[config.mk]
export PLATFORM = sky130hd
export DESIGN_NAME = line_rasterizer
export DESIGN_NICKNAME = d
export VERILOG_FILES = /design/src/hw/rtl/lr_pkg.sv /design/src/hw/rtl/lr_regs.sv /design/src/hw/rtl/lr_core.sv /design/src/hw/rtl/lr_out.sv /design/src/hw/rtl/line_rasterizer.sv
export VERILOG_INCLUDE_DIRS = /design/src /design/src/hw/rtl
export SDC_FILE = /design/constraint.sdc
export NUM_CORES = 1
export LEC_CHECK = 0
export ABC_AREA = 1
export BUFFER_PORTS_ARGS = -buffer_cell sky130_fd_sc_hd__buf_2
export CORE_ASPECT_RATIO = 0.8
export CORE_MARGIN = 2
export CORE_UTILIZATION = 60
export CTS_CLUSTER_SIZE = 28
export DETAILED_ROUTE_END_ITERATION = 12
export MAX_ROUTING_LAYER = met4
export PLACE_DENSITY = 0.8
export SYNTH_ARGS = -nofsm -noshare
export SYNTH_HDL_FRONTEND = slang
export SYNTH_HIERARCHICAL = 1
export SYNTH_SLANG_ARGS = --single-unit
[constraint.sdc]
create_clock -name aclk -period 10.5 [get_ports aclk]
set_input_delay 0.525 -clock aclk [delete_from_list [all_inputs] [get_ports aclk]]
set_output_delay 0.525 -clock aclk [all_outputs]
set_load 0.05 [all_outputs]
[src/hw/rtl/line_rasterizer_macros.svh]
// Assertion macros shared by the line rasterizer RTL.
// Used by lr_core and lr_out; no other dependencies.
`ifndef LINE_RASTERIZER_MACROS_SVH
`define LINE_RASTERIZER_MACROS_SVH

// Clocked assertion with an explicit clock and active-low reset.
`define LR_ASSERT_CLK(lbl, clk, rstn, prop, msg) \
    lbl: assert property (@(posedge clk) disable iff (!rstn) prop) else $error(msg);

// Assertion on the block clock and reset.
`define LR_ASSERT(lbl, prop, msg) \
    `LR_ASSERT_CLK(lbl, aclk, aresetn, prop, msg)

`endif

[src/hw/rtl/lr_pkg.sv]
// Shared constants, types and register codes of the line rasterizer.
// No dependencies; used by every RTL file of the block.
`timescale 1ns / 1ps

package lr_pkg;

    localparam int COORD_BITS = 13;
    localparam int DIM_BITS   = 13;
    localparam int COLOR_BITS = 24;

    localparam int IN_FIELD_BITS  = 4 * COORD_BITS + COLOR_BITS;
    localparam int IN_DATA_W      = ((IN_FIELD_BITS + 7) / 8) * 8;
    localparam int OUT_FIELD_BITS = 2 * COORD_BITS + COLOR_BITS;
    localparam int OUT_DATA_W     = ((OUT_FIELD_BITS + 7) / 8) * 8;

    // Cross-product error: products of two coordinate differences plus margin.
    localparam int ERR_BITS = 2 * COORD_BITS + 5;
    localparam int CMP_BITS = ((COORD_BITS > DIM_BITS) ? COORD_BITS : DIM_BITS) + 1;

    localparam int APB_ADDR_W = 3;
    localparam int APB_DATA_W = 32;

    localparam logic KIND_BEGIN   = 1'b0;
    localparam logic KIND_ADVANCE = 1'b1;

    localparam logic REG_IMAGE_WIDTH  = 1'b0;
    localparam logic REG_IMAGE_HEIGHT = 1'b1;

    localparam logic [DIM_BITS-1:0] IMAGE_WIDTH_RESET  = DIM_BITS'(640);
    localparam logic [DIM_BITS-1:0] IMAGE_HEIGHT_RESET = DIM_BITS'(480);

    typedef struct packed {
        logic [DIM_BITS-1:0] image_width;
        logic [DIM_BITS-1:0] image_height;
    } cfg_t;

    typedef struct packed {
        logic [COLOR_BITS-1:0] pixel_color;
        logic [COORD_BITS-1:0] pixel_y;
        logic [COORD_BITS-1:0] pixel_x;
        logic                  write_enable;
        logic                  last;
    } result_t;

endpackage

[src/hw/rtl/lr_regs.sv]
// APB register file of the line rasterizer: image width and height.
// Depends on lr_pkg.
`timescale 1ns / 1ps

module lr_regs (
    input  logic                          aclk,
    input  logic                          aresetn,
    input  logic                          psel,
    input  logic                          penable,
    input  logic                          pwrite,
    input  logic [lr_pkg::APB_ADDR_W-1:0] paddr,
    input  logic [lr_pkg::APB_DATA_W-1:0] pwdata,
    output logic [lr_pkg::APB_DATA_W-1:0] prdata,
    output logic                          pready,
    output lr_pkg::cfg_t                  cfg
);

    logic         reg_sel;
    logic         wr_en;
    lr_pkg::cfg_t cfg_reg;

    assign reg_sel = paddr[lr_pkg::APB_ADDR_W-1];
    assign wr_en   = psel && penable && pwrite;
    assign pready  = 1'b1;
    assign cfg     = cfg_reg;

    always_ff @(posedge aclk) begin
        if (!aresetn) begin
            cfg_reg.image_width  <= lr_pkg::IMAGE_WIDTH_RESET;
            cfg_reg.image_height <= lr_pkg::IMAGE_HEIGHT_RESET;
        end else if (wr_en) begin
            unique case (reg_sel)
                lr_pkg::REG_IMAGE_WIDTH: begin
                    cfg_reg.image_width <= pwdata[lr_pkg::DIM_BITS-1:0];
                end
                lr_pkg::REG_IMAGE_HEIGHT: begin
                    cfg_reg.image_height <= pwdata[lr_pkg::DIM_BITS-1:0];
                end
                default: begin
                    cfg_reg <= cfg_reg;
                end
            endcase
        end
    end

    always_comb begin
        unique case (reg_sel)
            lr_pkg::REG_IMAGE_WIDTH:  prdata = lr_pkg::APB_DATA_W'(cfg_reg.image_width);
            lr_pkg::REG_IMAGE_HEIGHT: prdata = lr_pkg::APB_DATA_W'(cfg_reg.image_height);
            default:                  prdata = '0;
        endcase
    end

endmodule

[src/hw/rtl/lr_core.sv]
// Input register, line state and one-step cross-product walker.
// Depends on lr_pkg and line_rasterizer_macros.svh.
`timescale 1ns / 1ps
`include "line_rasterizer_macros.svh"

module lr_core (
    input  logic                         aclk,
    input  logic                         aresetn,
    input  logic                         s_tvalid,
    output logic                         s_tready,
    input  logic [lr_pkg::IN_DATA_W-1:0] s_tdata,
    input  logic                         s_tuser,
    input  lr_pkg::cfg_t                 cfg,
    input  logic                         out_ready,
    output logic                         res_valid,
    output lr_pkg::result_t              res
);

    localparam int C = lr_pkg::COORD_BITS;
    localparam int E = lr_pkg::ERR_BITS;

    localparam logic [C-1:0] COORD_MAX = {1'b0, {(C-1){1'b1}}};
    localparam logic [C-1:0] COORD_MIN = {1'b1, {(C-1){1'b0}}};

    // Input register
    logic                         in_valid_reg;
    logic                         in_kind_reg;
    logic [lr_pkg::IN_DATA_W-1:0] in_data_reg;

    // Line state
    logic                           active_reg;
    logic [C-1:0]                   cur_x_reg;
    logic [C-1:0]                   cur_y_reg;
    logic [C-1:0]                   target_x_reg;
    logic [C-1:0]                   target_y_reg;
    logic [lr_pkg::COLOR_BITS-1:0]  color_reg;
    logic                           x_pos_reg;
    logic                           y_pos_reg;
    logic signed [C:0]              ddx_reg;
    logic signed [C:0]              ddy_reg;
    logic signed [E-1:0]            err_reg;

    logic                          in_take;
    logic                          proc_fire;
    logic [C-1:0]                  start_x;
    logic [C-1:0]                  start_y;
    logic [C-1:0]                  end_x;
    logic [C-1:0]                  end_y;
    logic [lr_pkg::COLOR_BITS-1:0] in_color;
    logic signed [C:0]             ddx_new;
    logic signed [C:0]             ddy_new;
    logic                          begin_nonempty;

    logic signed [E-1:0] ddx_ext;
    logic signed [E-1:0] ddy_ext;
    logic signed [E-1:0] dx_step;
    logic signed [E-1:0] dy_step;
    logic signed [E-1:0] ex_v;
    logic signed [E-1:0] ey_v;
    logic signed [E-1:0] ex_abs;
    logic signed [E-1:0] ey_abs;
    logic signed [E-1:0] err_x;
    logic signed [E-1:0] err_y;
    logic                take_x;
    logic                wrap_x;
    logic                wrap_y;
    logic [C-1:0]        x_inc;
    logic [C-1:0]        y_inc;
    logic [C-1:0]        cur_x_next;
    logic [C-1:0]        cur_y_next;
    logic signed [E-1:0] err_next;
    logic                in_image;
    logic                last_hit;

    assign s_tready  = !in_valid_reg || out_ready;
    assign in_take   = s_tvalid && s_tready;
    assign proc_fire = in_valid_reg && out_ready;

    assign start_x  = in_data_reg[C-1:0];
    assign start_y  = in_data_reg[2*C-1:C];
    assign end_x    = in_data_reg[3*C-1:2*C];
    assign end_y    = in_data_reg[4*C-1:3*C];
    assign in_color = in_data_reg[4*C+lr_pkg::COLOR_BITS-1:4*C];

    assign ddx_new = $signed({end_x[C-1], end_x}) - $signed({start_x[C-1], start_x});
    assign ddy_new = $signed({end_y[C-1], end_y}) - $signed({start_y[C-1], start_y});
    assign begin_nonempty = (start_x != end_x) || (start_y != end_y);

    // Error e = (x - x0) * dy - (y - y0) * dx, kept incrementally.
    assign ddx_ext = E'(ddx_reg);
    assign ddy_ext = E'(ddy_reg);
    assign dx_step = x_pos_reg ? ddy_ext : -ddy_ext;
    assign dy_step = y_pos_reg ? -ddx_ext : ddx_ext;
    assign ex_v    = err_reg + dx_step;
    assign ey_v    = err_reg + dy_step;
    assign ex_abs  = ex_v[E-1] ? -ex_v : ex_v;
    assign ey_abs  = ey_v[E-1] ? -ey_v : ey_v;
    assign take_x  = ex_abs < ey_abs;

    assign x_inc  = x_pos_reg ? cur_x_reg + C'(1) : cur_x_reg - C'(1);
    assign y_inc  = y_pos_reg ? cur_y_reg + C'(1) : cur_y_reg - C'(1);
    assign wrap_x = x_pos_reg ? (cur_x_reg == COORD_MAX) : (cur_x_reg == COORD_MIN);
    assign wrap_y = y_pos_reg ? (cur_y_reg == COORD_MAX) : (cur_y_reg == COORD_MIN);

    // A wrapped coordinate moves by a full 2^C span; fold that into the error.
    assign err_x = ex_v - (wrap_x ? (dx_step <<< C) : '0);
    assign err_y = ey_v - (wrap_y ? (dy_step <<< C) : '0);

    assign cur_x_next = take_x ? x_inc : cur_x_reg;
    assign cur_y_next = take_x ? cur_y_reg : y_inc;
    assign err_next   = take_x ? err_x : err_y;
    assign last_hit   = (cur_x_next == target_x_reg) && (cur_y_next == target_y_reg);

    assign in_image = !cur_x_reg[C-1] && !cur_y_reg[C-1] &&
                      (lr_pkg::CMP_BITS'(cur_x_reg) < lr_pkg::CMP_BITS'(cfg.image_width)) &&
                      (lr_pkg::CMP_BITS'(cur_y_reg) < lr_pkg::CMP_BITS'(cfg.image_height));

    assign res_valid        = proc_fire && (in_kind_reg == lr_pkg::KIND_ADVANCE) && active_reg;
    assign res.pixel_x      = cur_x_reg;
    assign res.pixel_y      = cur_y_reg;
    assign res.pixel_color  = color_reg;
    assign res.write_enable = in_image;
    assign res.last         = last_hit;

    always_ff @(posedge aclk) begin
        if (!aresetn) begin
            in_valid_reg <= 1'b0;
        end else if (in_take) begin
            in_valid_reg <= 1'b1;
        end else if (proc_fire) begin
            in_valid_reg <= 1'b0;
        end
    end

    always_ff @(posedge aclk) begin
        if (in_take) begin
            in_kind_reg <= s_tuser;
            in_data_reg <= s_tdata;
        end
    end

    always_ff @(posedge aclk) begin
        if (!aresetn) begin
            active_reg <= 1'b0;
        end else if (proc_fire) begin
            if (in_kind_reg == lr_pkg::KIND_BEGIN) begin
                active_reg <= begin_nonempty;
            end else if (active_reg && last_hit) begin
                active_reg <= 1'b0;
            end
        end
    end

    always_ff @(posedge aclk) begin
        if (proc_fire) begin
            if (in_kind_reg == lr_pkg::KIND_BEGIN) begin
                cur_x_reg    <= start_x;
                cur_y_reg    <= start_y;
                target_x_reg <= end_x;
                target_y_reg <= end_y;
                color_reg    <= in_color;
                x_pos_reg    <= $signed(end_x) > $signed(start_x);
                y_pos_reg    <= $signed(end_y) > $signed(start_y);
                ddx_reg      <= ddx_new;
                ddy_reg      <= ddy_new;
                err_reg      <= '0;
            end else if (active_reg) begin
                cur_x_reg <= cur_x_next;
                cur_y_reg <= cur_y_next;
                err_reg   <= err_next;
            end
        end
    end

    `LR_ASSERT(a_last_clears_active, res_valid && res.last |=> !active_reg, "line still active after last pixel")
    `LR_ASSERT(a_empty_line_idle, proc_fire && (in_kind_reg == lr_pkg::KIND_BEGIN) && !begin_nonempty |=> !active_reg, "empty line left active")
    `LR_ASSERT(a_stalled_item_held, in_valid_reg && !out_ready |=> in_valid_reg, "stalled input item dropped")

endmodule

[src/hw/rtl/lr_out.sv]
// Result register with skid stage for the line rasterizer master channel.
// Depends on lr_pkg and line_rasterizer_macros.svh.
`timescale 1ns / 1ps
`include "line_rasterizer_macros.svh"

module lr_out (
    input  logic                          aclk,
    input  logic                          aresetn,
    input  logic                          res_valid,
    input  lr_pkg::result_t               res,
    output logic                          out_ready,
    output logic                          m_tvalid,
    input  logic                          m_tready,
    output logic [lr_pkg::OUT_DATA_W-1:0] m_tdata,
    output logic                          m_tuser,
    output logic                          m_tlast
);

    logic            main_valid_reg;
    logic            skid_valid_reg;
    lr_pkg::result_t main_reg;
    lr_pkg::result_t skid_reg;
    logic            pop;

    assign pop       = main_valid_reg && m_tready;
    assign out_ready = !skid_valid_reg;

    always_ff @(posedge aclk) begin
        if (!aresetn) begin
            main_valid_reg <= 1'b0;
            skid_valid_reg <= 1'b0;
        end else if (pop) begin
            if (skid_valid_reg) begin
                skid_valid_reg <= res_valid;
            end else begin
                main_valid_reg <= res_valid;
            end
        end else if (res_valid) begin
            if (main_valid_reg) begin
                skid_valid_reg <= 1'b1;
            end else begin
                main_valid_reg <= 1'b1;
            end
        end
    end

    always_ff @(posedge aclk) begin
        if (pop) begin
            if (skid_valid_reg) begin
                main_reg <= skid_reg;
                skid_reg <= res;
            end else begin
                main_reg <= res;
            end
        end else if (res_valid) begin
            if (main_valid_reg) begin
                skid_reg <= res;
            end else begin
                main_reg <= res;
            end
        end
    end

    assign m_tvalid = main_valid_reg;
    assign m_tdata  = lr_pkg::OUT_DATA_W'({main_reg.pixel_color, main_reg.pixel_y,
                                           main_reg.pixel_x});
    assign m_tuser  = main_reg.write_enable;
    assign m_tlast  = main_reg.last;

    `LR_ASSERT(a_skid_behind_main, skid_valid_reg |-> main_valid_reg, "skid beat without main beat")
    `LR_ASSERT(a_no_push_when_full, res_valid |-> !skid_valid_reg, "result pushed into full output stage")
    `LR_ASSERT(a_skid_refills_main, pop && skid_valid_reg |=> main_valid_reg, "skid beat lost on pop")

endmodule

[src/hw/rtl/line_rasterizer.sv]
// Path: an accepted advance beat passes the input register, then the result stage, to
// m_tvalid. Throughput: one beat per cycle unless the output stage is full; the line state
// advances one pixel per cycle through an incremental cross-product error register updated
// by adds and one magnitude compare.
// Reset (aresetn low, synchronous): no line active, both channels empty,
// image size back to 640 x 480.
`timescale 1ns / 1ps

module line_rasterizer (
    input  logic                          aclk,
    input  logic                          aresetn,
    // Input channel
    input  logic                          s_tvalid,
    output logic                          s_tready,
    // tdata from bit 0: start_x, start_y, end_x, end_y, line_color, zero pad
    input  logic [lr_pkg::IN_DATA_W-1:0]  s_tdata,
    // tuser: kind (0 begin line, 1 advance one pixel)
    input  logic                          s_tuser,
    // Result channel
    output logic                          m_tvalid,
    input  logic                          m_tready,
    // tdata from bit 0: pixel_x, pixel_y, pixel_color, zero pad
    output logic [lr_pkg::OUT_DATA_W-1:0] m_tdata,
    // tuser: write_enable
    output logic                          m_tuser,
    output logic                          m_tlast,
    // Configuration
    input  logic                          psel,
    input  logic                          penable,
    input  logic                          pwrite,
    input  logic [lr_pkg::APB_ADDR_W-1:0] paddr,
    input  logic [lr_pkg::APB_DATA_W-1:0] pwdata,
    output logic [lr_pkg::APB_DATA_W-1:0] prdata,
    output logic                          pready
);

    lr_pkg::cfg_t    cfg;
    lr_pkg::result_t res;
    logic            res_valid;
    logic            out_ready;

    // Image width at 0x0, image height at 0x4.
    lr_regs u_regs (
        .aclk    (aclk),
        .aresetn (aresetn),
        .psel    (psel),
        .penable (penable),
        .pwrite  (pwrite),
        .paddr   (paddr),
        .pwdata  (pwdata),
        .prdata  (prdata),
        .pready  (pready),
        .cfg     (cfg)
    );

    // Register the input beat, then walk one pixel: clip against the image,
    // pick the x or y step with the smaller cross-product error, flag the end.
    lr_core u_core (
        .aclk      (aclk),
        .aresetn   (aresetn),
        .s_tvalid  (s_tvalid),
        .s_tready  (s_tready),
        .s_tdata   (s_tdata),
        .s_tuser   (s_tuser),
        .cfg       (cfg),
        .out_ready (out_ready),
        .res_valid (res_valid),
        .res       (res)
    );

    // Hold results in a two-deep output stage so the walker keeps going while
    // the downstream side stalls, until the skid register fills.
    lr_out u_out (
        .aclk      (aclk),
        .aresetn   (aresetn),
        .res_valid (res_valid),
        .res       (res),
        .out_ready (out_ready),
        .m_tvalid  (m_tvalid),
        .m_tready  (m_tready),
        .m_tdata   (m_tdata),
        .m_tuser   (m_tuser),
        .m_tlast   (m_tlast)
    );

endmodule

==> summary.json <==
{
  "vias_in_the_first_global_route": 21100,
  "routed_wire_length_per_instance_um": 19.6,
  "achievable-frequency_mhz": 115,
  "status": "finished, final reports clean",
  "timing.max_slew.rel_slack_pct": 18.0,
  "cts.sinks": 348,
  "hp-class": "input port to register",
  "synth-edff-count": 318,
  "min_period_over_period_pct": 82.8,
  "area.growth.synth_to_final_pct": 9.12,
  "synthDistinctLibCells": 63,
  "power.switching_fraction_pct": 50.6,
  "cts.clk_slew.worst_paths_ps": 70,
  "die-height_um": 189,
  "synth_top_family_by_area": "simple AND/OR/NAND/NOR gates",
  "syn-cell-area_um2": 25800,
  "floorplan.initialDensity_pct": 61.2,
  "maxcap_violations": 0,
  "nets_finish": 3715,
  "yosys.area.top_type": "edfxtp_1",
  "switching_power_mw": 4.02,
  "worst_path_most_repeated_cell": "nand2_1",
  "crit_required_ps": 10920,
  "detailedPlacementHpwl_um": 60300,
  "grt_max_degree": 83,
  "initial_antenna_violation_count": 4,
  "cts_tree": "yes",
  "viasPerCell": 5.75,
  "port_buffers": 164,
  "antenna_left": 0,
  "cts_htree_levels": 2,
  "synth.yosys.seq_area_share_pct": 39.4,
  "root_buffer": "clkbuf_16",
  "die_area_um2": 44600,
  "ctsLongestPathBuffers": 3,
  "area_of_the_core_region_um2": 42100,
  "power.share.combinational_pct": 60.3,
  "kind_of_end_point_of_the_critical_path": "register",
  "layout.cell_area.non_filler_um2": 28100,
  "worst_setup_path_start_kind": "register",
  "synth_area_in_adders_pct": 11.0,
  "unrepaired_setup_endpoints_after_global_routing": "no",
  "route.vias.total": 22700,
  "total_negative_slack_for_setup_checks_ps": 0,
  "period_minus_slack_ps": 8690,
  "p_per_area_nw_per_um2": 283,
  "largest_reg_flops": 76,
  "worst-r2r-setup-slack_ps": 1810,
  "first_iter_violations": 2664,
  "postPlaceCellArea_um2": 26900,
  "ys_dominant_reg_cell": "edfxtp_1",
  "dr.pass1.iters": 8,
  "seq_power_share_pct": 23.3,
  "final_hold_vios": 0,
  "insertion_delay_ps": 560,
  "worstReg2RegStart": "u_core/ddy_reg[0]",
  "setup_viol": 0,
  "power.leakage_nw": 13.0,
  "layout-drive-gt1-share_pct": 9.71,
  "worstRegToRegCells": 41,
  "hold_path_depth": 1,
  "placementRows": 67,
  "synth_compound_gate_area_share_pct": 9.78,
  "wire_length_of_the_first_global_routing_pass_um": 117000,
  "design.portCount": 216,
  "globalRouteOverflowTotal": 0,
  "p_int_mw": 3.92,
  "post_synth_and_or_nand_nor_area_fraction_pct": 24.6,
  "final.hold.worst_slack_ps": 137,
  "number_of_buffers_created_by_cts": 37,
  "drc_errors": 0,
  "worst_pin_slew_ps": 1230,
  "utilization_pct": 66.8,
  "worstReg2RegEnd": "u_out/m_tlast",
  "critical_path_class": "register to register",
  "chipWidth_um": 236,
  "ys_ff_latch": 348,
  "ir_worst_vdd_mv": 0.323,
  "synth_top_cells_by_area": "edfxtp_1 37%, nand2_1 12%, ha_1 10%",
  "routed_wire_length_um": 77500,
  "grt.total_usage_pct": 35.2,
  "synth.yosys.warnings": 6,
  "gp_congestion": 1.02,
  "critical_path.slowest_cell": "xor2_2",
  "share_of_synthesized_area_spent_on_multiplexers_pct": 0,
  "critical_path.max_stage_delay_ps": 970,
  "crit_path_max_fanout": 67,
  "cell_count_after_synthesis": 3225,
  "post-cts-setup-buffers": 0,
  "yosysTopAreaCellShare_pct": 37.1,
  "postCtsResizedCells": 0,
  "share_of_synthesized_registers_carrying_an_async_set_or_reset_pct": 0,
  "min_from": "s_tdata[75]",
  "synth_area_per_cell_um2": 7.98,
  "critPathArrivalTime_ps": 9110,
  "fin_worst_skew_ps": 39.7,
  "finalMaxSlewViolations": 0,
  "clk_pwr_share_pct": 16.4,
  "synth_area_in_xor_xnor_pct": 6.28,
  "hold-path-endpoint": "u_core/in_data_reg[75]",
  "cts-hold-fix-buffers": 0
}
layout make-up:
class                      count  area [µm²]
antenna                        4        10.0
clock buffer                  44        1000
clock inverter                22         219
fill                        3500       14000
inverter                     445        1670
multi-input combinational   2362       13400
sequential                   348       10100
tap                          552         691
timing repair buffer         176         911
power groups by stage:
stage               sequential (mW)  combinational (mW)  clock (mW)
floorplan                      1.79                3.59           0
global placement               1.86                4.48           0
detailed placement             1.86                4.60           0
CTS                            1.84                4.64        1.32
global route                   1.85                5.30        1.36
finish                         1.85                4.79        1.30
through the flow:
step | setup WS [ps] | power (mW) | std cells
global placement | 2220 | 6.34 | 3883
detailed placement | 2070 | 6.46 | 3883
floorplan | 4650 | 5.38 | 3248
CTS | 2030 | 7.79 | 3949
finish | 1810 | 7.94 | 3953
global route | 1060 | 8.52 | 3953
cell families (layout without fill, tap and decap cells):
| logic type | after synthesis | after routing |
|---|---|---|
| buffers and inverters | 538 | 687 |
| and+or+nand+nor | 1481 | 1481 |
| xor gates and xnor gates | 177 | 177 |
| adders and majority gates | 222 | 222 |
| DFF | 348 | 348 |
| other | 3 | 30 |
| AOI/OAI and AO/OA | 456 | 456 |
Yosys cell counts, drive strengths merged, types with 2 or more instances:
cell / instances
nor4: 7
o2111ai: 2
o31ai: 2
a21o: 9
nand3: 216
edfxtp: 318
o211ai: 5
dfxtp: 30
o21ai: 178
nor3b: 2
a221oi: 4
clkbuf: 30
or2: 10
nand3b: 15
xnor2: 45
nand2: 868
and3: 2
buf: 63
inv: 444
o21bai: 20
a21boi: 6
a21oi: 202
nor3: 34
conb: 3
ha: 214
a31oi: 13
o221ai: 2
fa: 8
a211oi: 8
xor2: 132
nor2: 288
nand4: 38
cell usage in the layout (no fill, tap or decap), drive strengths merged, types with 3 or more instances in the layout:
| cell | netlist | routed |
|---|---|---|
| edfxtp | 318 | 318 |
| a31oi | 13 | 13 |
| clkbuf | 30 | 44 |
| conb | 3 | 26 |
| o211ai | 5 | 5 |
| xor2 | 132 | 132 |
| clkinv | 1 | 18 |
| clkinvlp | 0 | 3 |
| fa | 8 | 8 |
| a221oi | 4 | 4 |
| diode | 0 | 4 |
| xnor2 | 45 | 45 |
| a211oi | 8 | 8 |
| nand4 | 38 | 38 |
| nand2 | 868 | 868 |
| dfxtp | 30 | 30 |
| o21ai | 178 | 178 |
| or2 | 10 | 10 |
| nor2 | 288 | 288 |
| buf | 63 | 176 |
| nand3b | 15 | 15 |
| nor4 | 7 | 7 |
| ha | 214 | 214 |
| nor3 | 34 | 34 |
| a21o | 9 | 9 |
| nand3 | 216 | 216 |
| inv | 444 | 445 |
| o21bai | 20 | 20 |
| a21boi | 6 | 6 |
| a21oi | 202 | 202 |
worst max path at each step:
stage	startpoint	end	slack, ps
final	u_core/ddy_reg[0]	u_out/m_tlast	1810
after floorplan	u_core/ddx_reg[0]	u_out/m_tlast	4650
after CTS	u_core/ddy_reg[0]	u_out/m_tlast	2030
after detailed placement	u_core/ddy_reg[0]	u_out/m_tlast	2070
after global routing	u_core/ddy_reg[0]	u_out/m_tlast	1060
after global placement	u_core/ddy_reg[0]	u_out/m_tlast	2220
worst max-delay path, delay by kind of cell (launching register included):
kind	cells	cell delay (ps)
compound gates	5	850
xor+xnor	2	1290
fa+ha+maj	4	1190
buf+inv	3	270
flops	1	390
simple gates	27	4560
metal layers:
metal | vias to the layer above | global-route usage (%) | routed length, µm
met5 | - | - | 0
met3 | 110 | 6.74 | 9330
met4 | 0 | 7.25 | 1500
met1 | 10600 | 52.1 | 35200
met2 | 1155 | 50.0 | 31400
li1 | 10900 | - | -
(Power assumes the default switching activity.)
